File: src/hw/rtl/lcmv_pkg.sv
// ----------------------------------------------------------------------------
// lcmv_pkg
// Shared types and constants for the LCM-of-a-set block.
// ----------------------------------------------------------------------------
package lcmv_pkg;

    localparam int IN_VALUE_W = 16;
    localparam int MULT_W     = 32;

    typedef struct packed {
        logic [IN_VALUE_W-1:0] value;
        logic                  last;
    } in_item_t;

    typedef struct packed {
        logic [MULT_W-1:0] multiple;
        logic              overflow;
        logic              bad_value;
    } out_item_t;

    typedef struct packed {
        logic busy;
        logic done;
    } unit_stat_t;

endpackage

File: src/hw/rtl/lcmv_unit.sv
// ----------------------------------------------------------------------------
// lcmv_unit
// Iterative unit: binary gcd of (a, b), then shift-subtract division a / gcd.
// One step per cycle; quotient is valid when stat.done pulses.
// ----------------------------------------------------------------------------
module lcmv_unit #(
    parameter int VW = 16
) (
    input  logic                       aclk,
    input  logic                       aresetn,
    input  logic                       start,
    input  logic [lcmv_pkg::MULT_W-1:0] a,
    input  logic [VW-1:0]              b,
    output logic [lcmv_pkg::MULT_W-1:0] quot,
    output lcmv_pkg::unit_stat_t       stat
);
    import lcmv_pkg::*;

    localparam int KW = $clog2(VW + 1);
    localparam int CW = $clog2(MULT_W);

    typedef enum logic [2:0] {
        U_IDLE = 3'b001,
        U_GCD  = 3'b010,
        U_DIV  = 3'b100
    } ustate_t;

    ustate_t           state_reg, state_next;
    logic [MULT_W-1:0] x_reg, x_next;
    logic [VW-1:0]     y_reg, y_next;
    logic [KW-1:0]     k_reg, k_next;
    logic [VW-1:0]     g_reg, g_next;
    logic [VW-1:0]     r_reg, r_next;
    logic [MULT_W-1:0] n_reg, n_next;
    logic [CW-1:0]     cnt_reg, cnt_next;
    logic              done_reg, done_next;

    logic [MULT_W-1:0] y_ext;
    logic              x_eq, x_gt;
    logic [VW:0]       rs;
    logic [VW:0]       diff;
    logic              ge;

    assign y_ext = {{(MULT_W-VW){1'b0}}, y_reg};
    assign x_eq  = (x_reg == y_ext);
    assign x_gt  = (x_reg > y_ext);
    assign rs    = {r_reg, n_reg[MULT_W-1]};
    assign diff  = rs - {1'b0, g_reg};
    assign ge    = !diff[VW];

    always_comb begin
        state_next = state_reg;
        x_next     = x_reg;
        y_next     = y_reg;
        k_next     = k_reg;
        g_next     = g_reg;
        r_next     = r_reg;
        n_next     = n_reg;
        cnt_next   = cnt_reg;
        done_next  = 1'b0;
        unique case (state_reg)
            U_IDLE: begin
                if (start) begin
                    x_next     = a;
                    y_next     = b;
                    n_next     = a;
                    k_next     = '0;
                    state_next = U_GCD;
                end
            end
            U_GCD: begin
                if (x_eq) begin
                    g_next     = y_reg << k_reg;
                    r_next     = '0;
                    cnt_next   = '1;
                    state_next = U_DIV;
                end else if (!x_reg[0] && !y_reg[0]) begin
                    x_next = x_reg >> 1;
                    y_next = y_reg >> 1;
                    k_next = k_reg + KW'(1);
                end else if (!x_reg[0]) begin
                    x_next = x_reg >> 1;
                end else if (!y_reg[0]) begin
                    y_next = y_reg >> 1;
                end else if (x_gt) begin
                    x_next = x_reg - y_ext;
                end else begin
                    y_next = y_reg - x_reg[VW-1:0];
                end
            end
            U_DIV: begin
                r_next   = ge ? diff[VW-1:0] : rs[VW-1:0];
                n_next   = {n_reg[MULT_W-2:0], ge};
                cnt_next = cnt_reg - CW'(1);
                if (cnt_reg == '0) begin
                    done_next  = 1'b1;
                    state_next = U_IDLE;
                end
            end
            default: state_next = U_IDLE;
        endcase
    end

    always_ff @(posedge aclk) begin
        if (!aresetn) begin
            state_reg <= U_IDLE;
            done_reg  <= 1'b0;
        end else begin
            state_reg <= state_next;
            done_reg  <= done_next;
        end
        x_reg   <= x_next;
        y_reg   <= y_next;
        k_reg   <= k_next;
        g_reg   <= g_next;
        r_reg   <= r_next;
        n_reg   <= n_next;
        cnt_reg <= cnt_next;
    end

    assign quot      = n_reg;
    assign stat.busy = (state_reg != U_IDLE);
    assign stat.done = done_reg;

endmodule

File: src/hw/rtl/lcm_of_value_set.sv
// ----------------------------------------------------------------------------
// lcm_of_value_set
// Running least common multiple of a set of values, one value per transfer,
// result emitted on the transfer marked last.
// ----------------------------------------------------------------------------
// Path, transfer to result: a zero, a one, or a value after overflow goes
//   straight to the final step; any other value passes the gcd unit (binary
//   gcd, then division at one quotient bit per cycle), the multiply step and
//   the final step. One value is in work at a time: s_ready is low while it
//   is in work and while a finished set waits for the previous result to leave.
// Reset: synchronous active low; running multiple = 1, flags cleared, no result.
// ----------------------------------------------------------------------------
module lcm_of_value_set #(
    parameter int VALUE_BITS = 16
) (
    input  logic                  aclk,
    input  logic                  aresetn,
    input  logic                  s_valid,
    output logic                  s_ready,
    input  lcmv_pkg::in_item_t    s_data,
    output logic                  m_valid,
    input  logic                  m_ready,
    output lcmv_pkg::out_item_t   m_data
);
    import lcmv_pkg::*;

    localparam int VW = (VALUE_BITS < IN_VALUE_W) ? VALUE_BITS : IN_VALUE_W;
    localparam int PW = MULT_W + VW;

    typedef enum logic [3:0] {
        ST_IDLE = 4'b0001,
        ST_CALC = 4'b0010,
        ST_MUL  = 4'b0100,
        ST_FIN  = 4'b1000
    } state_t;

    state_t            state_reg, state_next;
    logic [VW-1:0]     v_reg, v_next;
    logic              last_reg, last_next;
    logic [MULT_W-1:0] run_reg, run_next;
    logic              ovf_reg, ovf_next;
    logic              zero_reg, zero_next;
    logic              m_valid_reg, m_valid_next;
    out_item_t         out_reg, out_next;

    logic [VW-1:0]     vin;
    logic              s_xfer;
    logic              start;
    logic [MULT_W-1:0] quot;
    unit_stat_t        ustat;
    logic [PW-1:0]     prod;

    assign vin     = s_data.value[VW-1:0];
    assign s_ready = (state_reg == ST_IDLE);
    assign s_xfer  = s_valid && s_ready;
    assign start   = s_xfer && (vin != '0) && (vin != VW'(1)) && !ovf_reg;
    assign prod    = quot * v_reg;

    lcmv_unit #(
        .VW(VW)
    ) u_unit (
        .aclk    (aclk),
        .aresetn (aresetn),
        .start   (start),
        .a       (run_reg),
        .b       (vin),
        .quot    (quot),
        .stat    (ustat)
    );

    always_comb begin
        state_next   = state_reg;
        v_next       = v_reg;
        last_next    = last_reg;
        run_next     = run_reg;
        ovf_next     = ovf_reg;
        zero_next    = zero_reg;
        out_next     = out_reg;
        m_valid_next = m_valid_reg && !m_ready;
        unique case (state_reg)
            ST_IDLE: begin
                if (s_xfer) begin
                    v_next    = vin;
                    last_next = s_data.last;
                    if (vin == '0) begin
                        zero_next = 1'b1;
                    end
                    state_next = start ? ST_CALC : ST_FIN;
                end
            end
            ST_CALC: begin
                if (ustat.done) begin
                    state_next = ST_MUL;
                end
            end
            ST_MUL: begin
                if (prod[PW-1:MULT_W] != '0) begin
                    ovf_next = 1'b1;
                    run_next = '1;
                end else begin
                    run_next = prod[MULT_W-1:0];
                end
                state_next = ST_FIN;
            end
            ST_FIN: begin
                if (!last_reg) begin
                    state_next = ST_IDLE;
                end else if (!m_valid_reg || m_ready) begin
                    out_next.multiple  = zero_reg ? '0 : run_reg;
                    out_next.overflow  = ovf_reg;
                    out_next.bad_value = zero_reg;
                    m_valid_next       = 1'b1;
                    run_next           = MULT_W'(1);
                    ovf_next           = 1'b0;
                    zero_next          = 1'b0;
                    state_next         = ST_IDLE;
                end
            end
            default: state_next = ST_IDLE;
        endcase
    end

    always_ff @(posedge aclk) begin
        if (!aresetn) begin
            state_reg   <= ST_IDLE;
            run_reg     <= MULT_W'(1);
            ovf_reg     <= 1'b0;
            zero_reg    <= 1'b0;
            m_valid_reg <= 1'b0;
        end else begin
            state_reg   <= state_next;
            run_reg     <= run_next;
            ovf_reg     <= ovf_next;
            zero_reg    <= zero_next;
            m_valid_reg <= m_valid_next;
        end
        v_reg    <= v_next;
        last_reg <= last_next;
        out_reg  <= out_next;
    end

    assign m_valid = m_valid_reg;
    assign m_data  = out_reg;

    a_start_idle: assert property (@(posedge aclk) disable iff (!aresetn)
        start |-> (state_reg == ST_IDLE) && !ustat.busy)
        else $error("gcd unit started while busy");

    a_run_nonzero: assert property (@(posedge aclk) disable iff (!aresetn)
        run_reg != '0)
        else $error("running multiple reached zero");

    a_ovf_sat: assert property (@(posedge aclk) disable iff (!aresetn)
        ovf_reg |-> (run_reg == '1))
        else $error("overflow without saturation");

    a_emit_fin: assert property (@(posedge aclk) disable iff (!aresetn)
        $rose(m_valid_reg) |-> $past(state_reg == ST_FIN))
        else $error("result emitted outside final step");

    a_done_calc: assert property (@(posedge aclk) disable iff (!aresetn)
        ustat.done |-> (state_reg == ST_CALC))
        else $error("unit finished with no value in work");

endmodule

File: config.mk
export PLATFORM = sky130hd
export DESIGN_NAME = lcm_of_value_set
export DESIGN_NICKNAME = d
export VERILOG_FILES = /design/src/hw/rtl/lcmv_pkg.sv /design/src/hw/rtl/lcmv_unit.sv /design/src/hw/rtl/lcm_of_value_set.sv
export SDC_FILE = /design/constraint.sdc
export NUM_CORES = 2
export LEC_CHECK = 0
export BUFFER_PORTS_ARGS = -buffer_cell sky130_fd_sc_hd__buf_2
export CAP_MARGIN = 20
export CORE_MARGIN = 5
export CORE_UTILIZATION = 50
export CTS_CLUSTER_SIZE = 12
export DETAILED_ROUTE_END_ITERATION = 7
export GPL_TIMING_DRIVEN = 0
export PLACE_DENSITY = 0.68
export SYNTH_ARGS = -nofsm -noshare
export SYNTH_HDL_FRONTEND = slang
export SYNTH_SLANG_ARGS = --single-unit
export TNS_END_PERCENT = 5
File: constraint.sdc
create_clock -name aclk -period 16.7 [get_ports aclk]
set_clock_uncertainty 0.05 [all_clocks]
set_input_delay 3.34 -clock aclk [delete_from_list [all_inputs] [get_ports aclk]]
set_output_delay 3.34 -clock aclk [all_outputs]
set_load 0.01 [all_outputs]
==> results.sh <==
export IMPL_start_util_pct=50.46
export IMPL_drc_errors=0
export IMPL_setup_viol=0
export IMPL_clockBufferDepth=3
export IMPL_synth_edf_count=173
export IMPL_nets=3851
export IMPL_syn_area_mm2=0.02845
export IMPL_drt_vias_per_instance=5.665
export IMPL_root_buffer="clkbuf_16"
export IMPL_grt_pass1_wl_mm=133.3
export IMPL_clock_fmax_mhz=113.8
export IMPL_synth_ff_type="edfxtp_1"
export IMPL_cap_violations=0
export IMPL_relSlewSlack_pct=31.09
export IMPL_cp_end_kind="flop"
export IMPL_io_buffers=56
export IMPL_place_hpwl_mm=71.06
export IMPL_synthArstFlopShare_pct=0
export IMPL_wl_mm=86.48
export IMPL_cts_buffers=23
export IMPL_rows=87
export IMPL_clkLatencyLatePin_ns=0.53
export IMPL_grt_start_max_net_pins=33
export IMPL_syn_nets=3766
export IMPL_vias=22727
export IMPL_worstPathMaxFanout=10
export IMPL_fp_dieH_um=248.6
export IMPL_pre_cts_ws_ns=8.136
export IMPL_start_kind="flop"
export IMPL_path_class="flop to flop"
export IMPL_ys_seq_area_share_pct=21.28
export IMPL_timing_final_crit_share_pct=52.60
export IMPL_synth_common_cells="inv_1, nand2_1, fa_1"
export IMPL_layout_min_cycle_time_ns=8.785
export IMPL_cts_clk_slew_worst_paths_ns=0.06
export IMPL_ios=57
export IMPL_layout_setup_ws_ns=7.915
export IMPL_ys_seq_elements=216
export IMPL_grt_setup_unrepaired="no"
export IMPL_dieWidth_um=248.6
export IMPL_yosys_area_top_type="fa_1"
export IMPL_largest_register_ffs=34
export IMPL_gp_congestion=0.9962
export IMPL_synth_distinct_cells=80
export IMPL_cts_hold_buf=0
export IMPL_crit_required_ns=17.03
export IMPL_numClockSinks=216
export IMPL_instances_no_fill=4012
export IMPL_status="completed"
export IMPL_postCtsSetupBuffers=0
export IMPL_min_path_type="flop to flop"
export IMPL_cts_repair_resized=0
export IMPL_antenna_left=0
export IMPL_antenna_found_initial=1
export IMPL_core_region_area_mm2=0.05639
export IMPL_yosysMostFrequentCell="inv_1"
export IMPL_yosysTopAreaCellShare_pct=29.62
export IMPL_first_global_vias=23517
export IMPL_wl_per_cell_um=21.56
export IMPL_final_hold_violation_count=0
export IMPL_tritoncts="done"
export IMPL_drive_above_1_share_pct=3.932
export IMPL_track_usage_pct=27.40
export IMPL_tightest_slew_ns=1.019
export IMPL_synth_area_per_cell_um2=9.025
export IMPL_die_area_mm2=0.06178
export IMPL_gr_total_overflow=0
export IMPL_synth_warnings=0
export IMPL_synthTopCellsByArea="fa_1, edfxtp_1, ha_1"
export IMPL_setup_tns_ns=0
export IMPL_cts_htree_levels=1
export IMPL_cp_arrival_ns=9.11
export IMPL_area_growth_pct=7.172
export IMPL_placed_cells=3969
export IMPL_synth_cells=3153
export IMPL_drv_slew=0
export IMPL_drt_iter0_drc=1827
export IMPL_first_pass_iters=6
[stage by stage]
stage,utilization (%),hold slack (ns),cell area (um^2)
detailed placement,52.83,0.4090,29790
finish,54.08,0.4151,30500
CTS,54.08,0.4153,30490
floorplan,-,0.3705,28450
global route,54.08,0.4560,30490
global placement,52.64,0.3982,29680
[placed cells by master (no fill, tap or decap), drive strengths merged, types with 49 or more instances in the layout]
master,n
nor3,49
ha,171
xnor2,59
fa,421
and2,278
inv,506
nand2,465
nor2,175
buf,79
o21ai,90
a21oi,133
clkbuf,184
edfxtp,173
[layer usage]
layer  up-vias  track usage [%]  routed length (um)
li1      10202                -                   -
met1     11313            35.35               33660
met2      1003            45.40               40640
met3       209            4.734                7186
met4         0            12.64                4994
met5         -                0                   0
[final cells by class]
class / count / area (um^2)
fillers: 5243 / 25890
multi-input cells: 2266 / 19900
flip-flops and latches: 216 / 6056
inverters: 506 / 1899
well taps: 756 / 945.9
clock buffers: 38 / 651.9
plain buffers: 165 / 630.6
repair buffers: 60 / 357.8
clock inverters: 4 / 52.55
diodes: 1 / 2.502
[worst max-delay path, stage by stage, from the launching register on]
cell      delay [ns]
edfxtp_1        0.69
clkbuf_1        0.62
nand2_1         0.17
fa_1            0.56
inv_1           0.05
fa_1            0.48
fa_1            0.58
fa_1            0.44
fa_1            0.49
inv_1           0.06
fa_1            0.54
inv_1           0.06
ha_1            0.38
and3_1          0.24
and3_1          0.19
a22oi_1         0.41
a21oi_1         0.23
o21ai_2         0.35
o21ai_0         0.26
xor2_1          0.20
nor4_1          0.47
nand4_1         0.37
clkbuf_1        0.34
o21ai_0         0.27
a21oi_1         0.10
[cells by family after synthesis]
family	share of synthesized area [%]
flip-flops	21.28
buffers and inverters	8.891
multiplexers	1.411
XOR/XNOR	2.827
AO/OA/AOI/OAI	9.256
adder cells (fa/ha/maj)	37.14
AND/OR/NAND/NOR	19.19
[worst paths after layout]
| check | cells past startpoint | slack (ns) | from | endpoint |
|---|---|---|---|---|
| max | 24 | 7.92 | u_unit.quot[10] | run_reg[29] |
| min | 2 | 0.42 | u_unit.done_reg | state_reg[2] |
| max reg2reg | 24 | 7.92 | u_unit.quot[10] | run_reg[29] |
| min reg2reg | 2 | 0.42 | u_unit.done_reg | state_reg[2] |
Power is not shown: default switching activity piles up to over one toggle a cycle in this logic, so the estimate is an artifact.
